--- config.mk ---
export PLATFORM = sky130hd
export DESIGN_NAME = odo_ctrl
export DESIGN_NICKNAME = d
export VERILOG_FILES = /design/src/sv/odo_pkg.sv /design/src/sv/odo_ctrl.sv
export SDC_FILE = /design/constraint.sdc
export NUM_CORES = 1
export LEC_CHECK = 0
export BUFFER_PORTS_ARGS = -buffer_cell sky130_fd_sc_hd__buf_4
export CAP_MARGIN = 20
export CELL_PAD_IN_SITES_DETAIL_PLACEMENT = 1
export CELL_PAD_IN_SITES_GLOBAL_PLACEMENT = 2
export CORE_MARGIN = 4
export CORE_UTILIZATION = 32
export DETAILED_ROUTE_END_ITERATION = 8
export GPL_ROUTABILITY_DRIVEN = 0
export HOLD_SLACK_MARGIN = 0.06
export PLACE_DENSITY_LB_ADDON = 0.1
export SYNTH_ARGS = -nofsm -noshare
export SYNTH_HDL_FRONTEND = slang
export SYNTH_SLANG_ARGS = --single-unit
--- constraint.sdc ---
create_clock -name clk_i -period 3 [get_ports clk_i]
set_input_delay 0.6 -clock clk_i [delete_from_list [all_inputs] [get_ports clk_i]]
set_output_delay 0.6 -clock clk_i [all_outputs]
set_load 0.005 [all_outputs]
--- src/sv/odo_pkg.sv ---
// Shared types, constants and functions for the differential drive odometry block.
package odo_pkg;

  localparam int unsigned CordicItersDef = 16;
  localparam int unsigned CordicItersMax = 24;
  localparam int unsigned IdxW = 5;
  localparam int unsigned DivSteps = 29;            // two quotient bits per step, 58 bits

  localparam logic [15:0] MmPerStepRst = 16'd8454;
  localparam logic [15:0] WheelBaseRst = 16'd13440;
  localparam logic [29:0] InvTwoPiQ32 = 30'd683565276;
  localparam logic signed [33:0] CordicGain = 34'sd652032874;

  localparam logic [0:0] RegMmPerStep = 1'b0;
  localparam logic [0:0] RegWheelBase = 1'b1;

  typedef enum logic [3:0] {
    OP_NONE,
    OP_LOAD,
    OP_MUL_L,
    OP_MUL_R,
    OP_DIV_INIT,
    OP_DIV,
    OP_PM0,
    OP_PM1,
    OP_COR_INIT,
    OP_COR,
    OP_MX,
    OP_MY,
    OP_COMMIT
  } odo_op_e;

  typedef struct packed {
    odo_op_e         op;
    logic [IdxW-1:0] idx;
  } odo_cmd_t;

  typedef struct packed {
    logic out_free;
  } odo_sts_t;

  function automatic logic [31:0] atan_bam(input logic [IdxW-1:0] i);
    logic [31:0] r;
    begin
      case (i)
        5'd0:  r = 32'd536870912;
        5'd1:  r = 32'd316933406;
        5'd2:  r = 32'd167458907;
        5'd3:  r = 32'd85004756;
        5'd4:  r = 32'd42667331;
        5'd5:  r = 32'd21354465;
        5'd6:  r = 32'd10679838;
        5'd7:  r = 32'd5340245;
        5'd8:  r = 32'd2670163;
        5'd9:  r = 32'd1335087;
        5'd10: r = 32'd667544;
        5'd11: r = 32'd333772;
        5'd12: r = 32'd166886;
        5'd13: r = 32'd83443;
        5'd14: r = 32'd41722;
        5'd15: r = 32'd20861;
        5'd16: r = 32'd10430;
        5'd17: r = 32'd5215;
        5'd18: r = 32'd2608;
        5'd19: r = 32'd1304;
        5'd20: r = 32'd652;
        5'd21: r = 32'd326;
        5'd22: r = 32'd163;
        5'd23: r = 32'd81;
        default: r = 32'd0;
      endcase
      return r;
    end
  endfunction

  function automatic logic signed [31:0] sat32(input logic signed [49:0] v);
    logic signed [31:0] r;
    begin
      if (v > 50'sd2147483647) r = 32'sh7fffffff;
      else if (v < -50'sd2147483648) r = 32'sh80000000;
      else r = v[31:0];
      return r;
    end
  endfunction

endpackage

--- src/sv/odo_ctrl.sv ---
// Sequencer that steps the odometry datapath through one sample.
module odo_ctrl #(
  parameter int unsigned CORDIC_ITERS = odo_pkg::CordicItersDef
) (
  input  logic             clk_i,
  input  logic             rst_ni,
  input  logic             in_valid_i,
  output logic             in_ready_o,
  input  odo_pkg::odo_sts_t sts_i,
  output odo_pkg::odo_cmd_t cmd_o
);
  import odo_pkg::*;

  localparam logic [3:0] S_IDLE     = 4'd0;
  localparam logic [3:0] S_MUL_L    = 4'd1;
  localparam logic [3:0] S_MUL_R    = 4'd2;
  localparam logic [3:0] S_DIV_INIT = 4'd3;
  localparam logic [3:0] S_DIV      = 4'd4;
  localparam logic [3:0] S_PM0      = 4'd5;
  localparam logic [3:0] S_PM1      = 4'd6;
  localparam logic [3:0] S_COR_INIT = 4'd7;
  localparam logic [3:0] S_COR      = 4'd8;
  localparam logic [3:0] S_MX       = 4'd9;
  localparam logic [3:0] S_MY       = 4'd10;
  localparam logic [3:0] S_COMMIT   = 4'd11;

  localparam logic [IdxW-1:0] DivLast = IdxW'(DivSteps - 1);
  localparam logic [IdxW-1:0] CorLast = IdxW'(CORDIC_ITERS - 1);

  logic [3:0]      state_q, state_d;
  logic [IdxW-1:0] cnt_q, cnt_d;

  always_comb begin
    state_d    = state_q;
    cnt_d      = cnt_q;
    cmd_o.op   = OP_NONE;
    cmd_o.idx  = cnt_q;
    in_ready_o = 1'b0;
    unique case (state_q)
      S_IDLE: begin
        in_ready_o = 1'b1;
        if (in_valid_i) begin
          cmd_o.op = OP_LOAD;
          state_d  = S_MUL_L;
        end
      end
      S_MUL_L: begin
        cmd_o.op = OP_MUL_L;
        state_d  = S_MUL_R;
      end
      S_MUL_R: begin
        cmd_o.op = OP_MUL_R;
        state_d  = S_DIV_INIT;
      end
      S_DIV_INIT: begin
        cmd_o.op = OP_DIV_INIT;
        cnt_d    = '0;
        state_d  = S_DIV;
      end
      S_DIV: begin
        cmd_o.op = OP_DIV;
        cnt_d    = cnt_q + 1'b1;
        if (cnt_q == DivLast) state_d = S_PM0;
      end
      S_PM0: begin
        cmd_o.op = OP_PM0;
        state_d  = S_PM1;
      end
      S_PM1: begin
        cmd_o.op = OP_PM1;
        state_d  = S_COR_INIT;
      end
      S_COR_INIT: begin
        cmd_o.op = OP_COR_INIT;
        cnt_d    = '0;
        state_d  = S_COR;
      end
      S_COR: begin
        cmd_o.op = OP_COR;
        cnt_d    = cnt_q + 1'b1;
        if (cnt_q == CorLast) state_d = S_MX;
      end
      S_MX: begin
        cmd_o.op = OP_MX;
        state_d  = S_MY;
      end
      S_MY: begin
        cmd_o.op = OP_MY;
        state_d  = S_COMMIT;
      end
      S_COMMIT: begin
        // hold until the output register can take the result
        if (sts_i.out_free) begin
          cmd_o.op = OP_COMMIT;
          state_d  = S_IDLE;
        end
      end
      default: state_d = S_IDLE;
    endcase
  end

  always_ff @(posedge clk_i or negedge rst_ni) begin
    if (!rst_ni) begin
      state_q <= S_IDLE;
      cnt_q   <= '0;
    end else begin
      state_q <= state_d;
      cnt_q   <= cnt_d;
    end
  end

endmodule

==> After elaboration in Yosys (flattened, before gate mapping) <==
Index checks and enable logic that the tools add are counted.
{ "totals": {"ff_bits": 9, "input_bits": 4, "out_inout_bits": 10, "elab_cells": 35} }
{ "classes": {"n_addsub": 1, "n_eq_ne": 17, "n_mux": 10, "n_reduce_logical": 5} }
{ "op_table": {"columns": ["op", "count"], "rows": [
  ["case mux 4 bit (12 select lines)", 2],
  ["two-way mux 4 bit", 5],
  ["== test 4 x 3 -> 1 bit (second input constant)", 4],
  ["== test 4 bit (second input constant)", 4],
  ["case mux 5 bit (2 select lines)", 1],
  ["== test 4 x 2 -> 1 bit (second input constant)", 2],
  ["inequality test 2 bit (second input constant)", 4],
  ["adder 5 x 1 -> 5 bit (second input constant)", 1],
  ["== test 5 x 4 -> 1 bit (second input constant)", 1],
  ["== test 5 bit (second input constant)", 1],
  ["== test 4 x 1 -> 1 bit (second input constant)", 1],
  ["logical NOT 4 bit", 1],
  ["AND reduction 4 bit", 1],
  ["OR reduction 2 bit", 2],
  ["two-way mux 1 bit", 2],
  ["nonzero test 2 bit", 1]
]} }

==> Logic depth before layout (Yosys ltp) <==
{ "logic_depth": {"depth_word": 3, "ltp_mapped": 6, "mapped_depth_nobuf": 6} }

==> Worst setup path before layout <==
OpenSTA, ideal clock, no wires.
{ "synth_path": {"path_type": "reg2reg", "from": "register cnt_q[0]", "to": "register state_q[3]", "setup_time_ns": 0.128, "arrival_time_ns": 1.866, "t_required_ns": 2.872, "setup_slack_ns": 1.007, "stages_incl_launch_ff": 7, "path_buffers": 0, "synth_period_minus_slack_ns": 1.993, "cell_sequence": "dfrtp_1 ha_1 and3_1 ha_1 or4_4 o211ai_2 mux2_1"} }
{ "synth_between": {"elab_chain_cells": 3, "word_cells_on_any_way": 5, "classes_between": "4 x eq/ne; 1 x reduce/logical"} }
{ "synth_rtl": {"columns": ["item", "line_no", "text"], "rows": [
  ["start: declaration", "odo_ctrl.sv:31", "logic [IdxW-1:0] cnt_q, cnt_d;"],
  ["start signal: assignment", "odo_ctrl.sv:108", "cnt_q <= cnt_d;"],
  ["== test 5 x 4 -> 1 bit or == test 5 bit (tied branches)", "odo_ctrl.sv:81, odo_ctrl.sv:63", null],
  ["inequality test 2 bit (no line)", null, null],
  ["AND reduction 4 bit (no line) (*)", null, null],
  ["end signal: assignment", "odo_ctrl.sv:107", "state_q <= state_d;"],
  ["end: declaration", "odo_ctrl.sv:30", "logic [3:0] state_q, state_d;"]
]} }
Mark *: on every way between the ends. The rest lies on a longest branch, timed or not.
A chain may end at the register's enable or synchronous reset.

==> results.cfg <==
[route]
drc = 0
drt_iter0_markers = 5
wl_per_cell_um = 16.05
ant_nets = 0
firstDrtPassIters = 3
routed_wl_mm = 1.749
vias = 583
via_per_inst = 5.349

[grt]
grt_start_max_net_pins = 16
overflow = 0
grt_pass1_wl_mm = 3.008
grt_pass1_vias = 628
antenna_found_initial = 0
grt_usage_pct = 15.48

[cts]
cts_hold_buf = 0
tritoncts = done
clock_sinks = 9
clk_pin_slew_ns = 0.06
cts_root_buf = clkbuf_4
post_cts_buffers = 0
numCtsBuffers = 3
clock_path_buffers = 2
cts_resized = 0
clk_latency_ns = 0.26
h-tree-depth = 1

[layout]
n_antenna_cell = 0
multi_input_area_um2 = 356.6
nFillCells = 217
seq_area_um2 = 225.2
syn_to_final_growth_pct = 20.56
drive_above_1_share_pct = 25.00
stdcell_area_um2 = 755.7
nets = 92

[worst_setup_path]
slowest_stage = dfrtp_1
worst_setup_path_start_kind = flop
r2r_start = cnt_q[0]
path_max_fanout = 15
r2r_slack_ns = 0.92
cp-endpoint = cmd_o[7]
r2r_cells = 6
critical-path-top-delay-family = flip-flops
crit_chain = nand2_1 -> o31ai_1 -> buf_4
critPathKind = flop to output port
max_stage_delay_ns = 0.67
reg2reg_to = state_q[3]
critical_path_arrival_ns = 1.64
path_depth = 3
cp_num_buf_inv = 1
setup.worst_path.start = state_q[1]
end_kind = output port
required_ns = 2.40

[placed_design]
post-place-ws_ns = 0.9266
hpwl_mm = 1.300
io_buffers = 13
postPlaceCellArea_um2 = 729.5

[synth]
syn-instance-count = 71
synth_area_per_cell_um2 = 8.829
ys_ff_latch = 9
synthesis.area_um2 = 626.9
yosysWarnings = 0
synthTopCellsByArea = dfrtp_1 (36%), ha_1 (6.0%), nor2_1 (4.8%)
yosysUniqueCellTypes = 31
synth_top_area_share_pct = 35.93
syn_nets = 78
ys_seq_area_share_pct = 35.93
yosysTopAreaCell = dfrtp_1

[min_path]
hp-class = primary input to asynchronous set/reset pin

[floorplanning]
die_x_um = 52.26
rows = 15
boundaryPins = 14
initial_utilization_pct = 35.16
dieArea_um2 = 2731
chipHeight_um = 52.26
core-area_um2 = 1783

[timing]
hold_violations = 0
period_needed_ns = 2.244
rsz0062_at_grt = false
setup_slack_ns = 0.7561
setup_viol = 0
tightest_slew_ns = 0.5205
skew_ns = 0.003700
max_freq_ghz = 0.4457
maxSlewViolCount = 0
finalCritPeriodShare_pct = 74.80
tns_ns = 0
relSlewSlack_pct = 65.30

[power_and_ir_drop]
p_leak_nw = 0.3535
power_density_nw_per_um2 = 1027
irDropWorstVdd_uv = 418.1

[job]
cap_violations = 0

[run_status]
outcome = finished clean
-- worst min path at each step --
stage / startpoint / endpoint / depth (start not counted)
4_1_cts: rst_ni / cnt_q[0] / 1
2_1_floorplan: rst_ni / cnt_q[0] / 0
3_5_place_dp: rst_ni / cnt_q[3] / 1
6_report: rst_ni / state_q[2] / 1
3_3_place_gp: rst_ni / cnt_q[3] / 1
5_1_grt: rst_ni / state_q[2] / 1
-- layer usage --
metal	share of wire [%]	wire, um	up-vias	track usage [%]
met5	0	0	-	0
met4	0.80	14	0	3.830
met3	4.3	76	2	5.983
met2	44	777	12	22.38
met1	50	880	288	21.38
li1	-	-	281	-
-- kinds of logic (layout without fill, tap and decap cells) --
group / after synthesis / after routing / share of synthesized area [%]
flip-flops: 9 / 9 / 35.93
buffers and inverters: 9 / 22 / 7.185
AO/OA/AOI/OAI: 18 / 18 / 20.36
adder cells (fa/ha/maj): 3 / 3 / 5.989
multiplexers: 1 / 1 / 1.796
XOR/XNOR: 2 / 2 / 2.795
AND/OR/NAND/NOR: 29 / 29 / 25.95
-- Yosys cell counts (all sizes together) --
master	count
nor2b	2
nor2	9
a311oi	2
o31ai	1
a221oi	3
dfrtp	9
o211ai	1
a21boi	2
or4	1
mux2	1
nor4	2
ha	3
a21o	1
xor2	1
nand2	5
a21oi	4
o21ai	3
or3	1
buf	4
nand2b	3
a31oi	1
inv	5
nand4	1
nand3	2
xnor2	1
nor3	1
and3	2
-- per-stage QoR --
step	utilization, %	instances	total power, mW	hold slack [ns]
floorplan	-	71	0.5248	0.3044
global placement	40.91	105	0.6706	0.4347
detailed placement	40.91	105	0.6878	0.4355
CTS	42.39	109	0.7890	0.1434
global route	42.39	109	0.8535	0.1374
finish	42.39	109	0.7762	0.1511
-- worst register-to-register path: stages, from the launching register on --
cell      delay [ns]
dfrtp_1         0.44
ha_1            0.25
and3_1          0.19
ha_1            0.17
or4_4           0.48
o211ai_2        0.09
mux2_1          0.34
-- sequential cells by signal, summed over array words and instances (netlist names) --
name,flops
cnt_q,5
state_q,4
-- power by group --
group | switching, mW | leakage (nW) | internal [mW]
clock | 0.0431 | 0.0150 | 0.0513
sequential | 0.112 | 0.116 | 0.163
combinational | 0.200 | 0.222 | 0.206
total | 0.356 | 0.354 | 0.421
-- cell type report --
type                       instances  share of cell area (%)
timing repair buffer              13                   12.91
inverter                           5                   2.483
tap                               25                   4.139
multi-input combinational         53                   47.19
sequential                         9                   29.80
clock buffer                       4                   3.477
-- cell usage in the layout (no fill, tap or decap), types with 2 or more instances in the layout --
master and instances:
a21boi_0 2, a21oi_1 4, a221oi_1 3, a311oi_1 2, and3_1 2, buf_4 13, clkbuf_4 3, dfrtp_1 9
ha_1 3, inv_1 5, nand2_1 5, nand2b_1 2, nand3_1 2, nor2_1 8, nor2b_1 2, nor4_1 2
o21ai_0 2
Power figures use the tool's default switching activity.
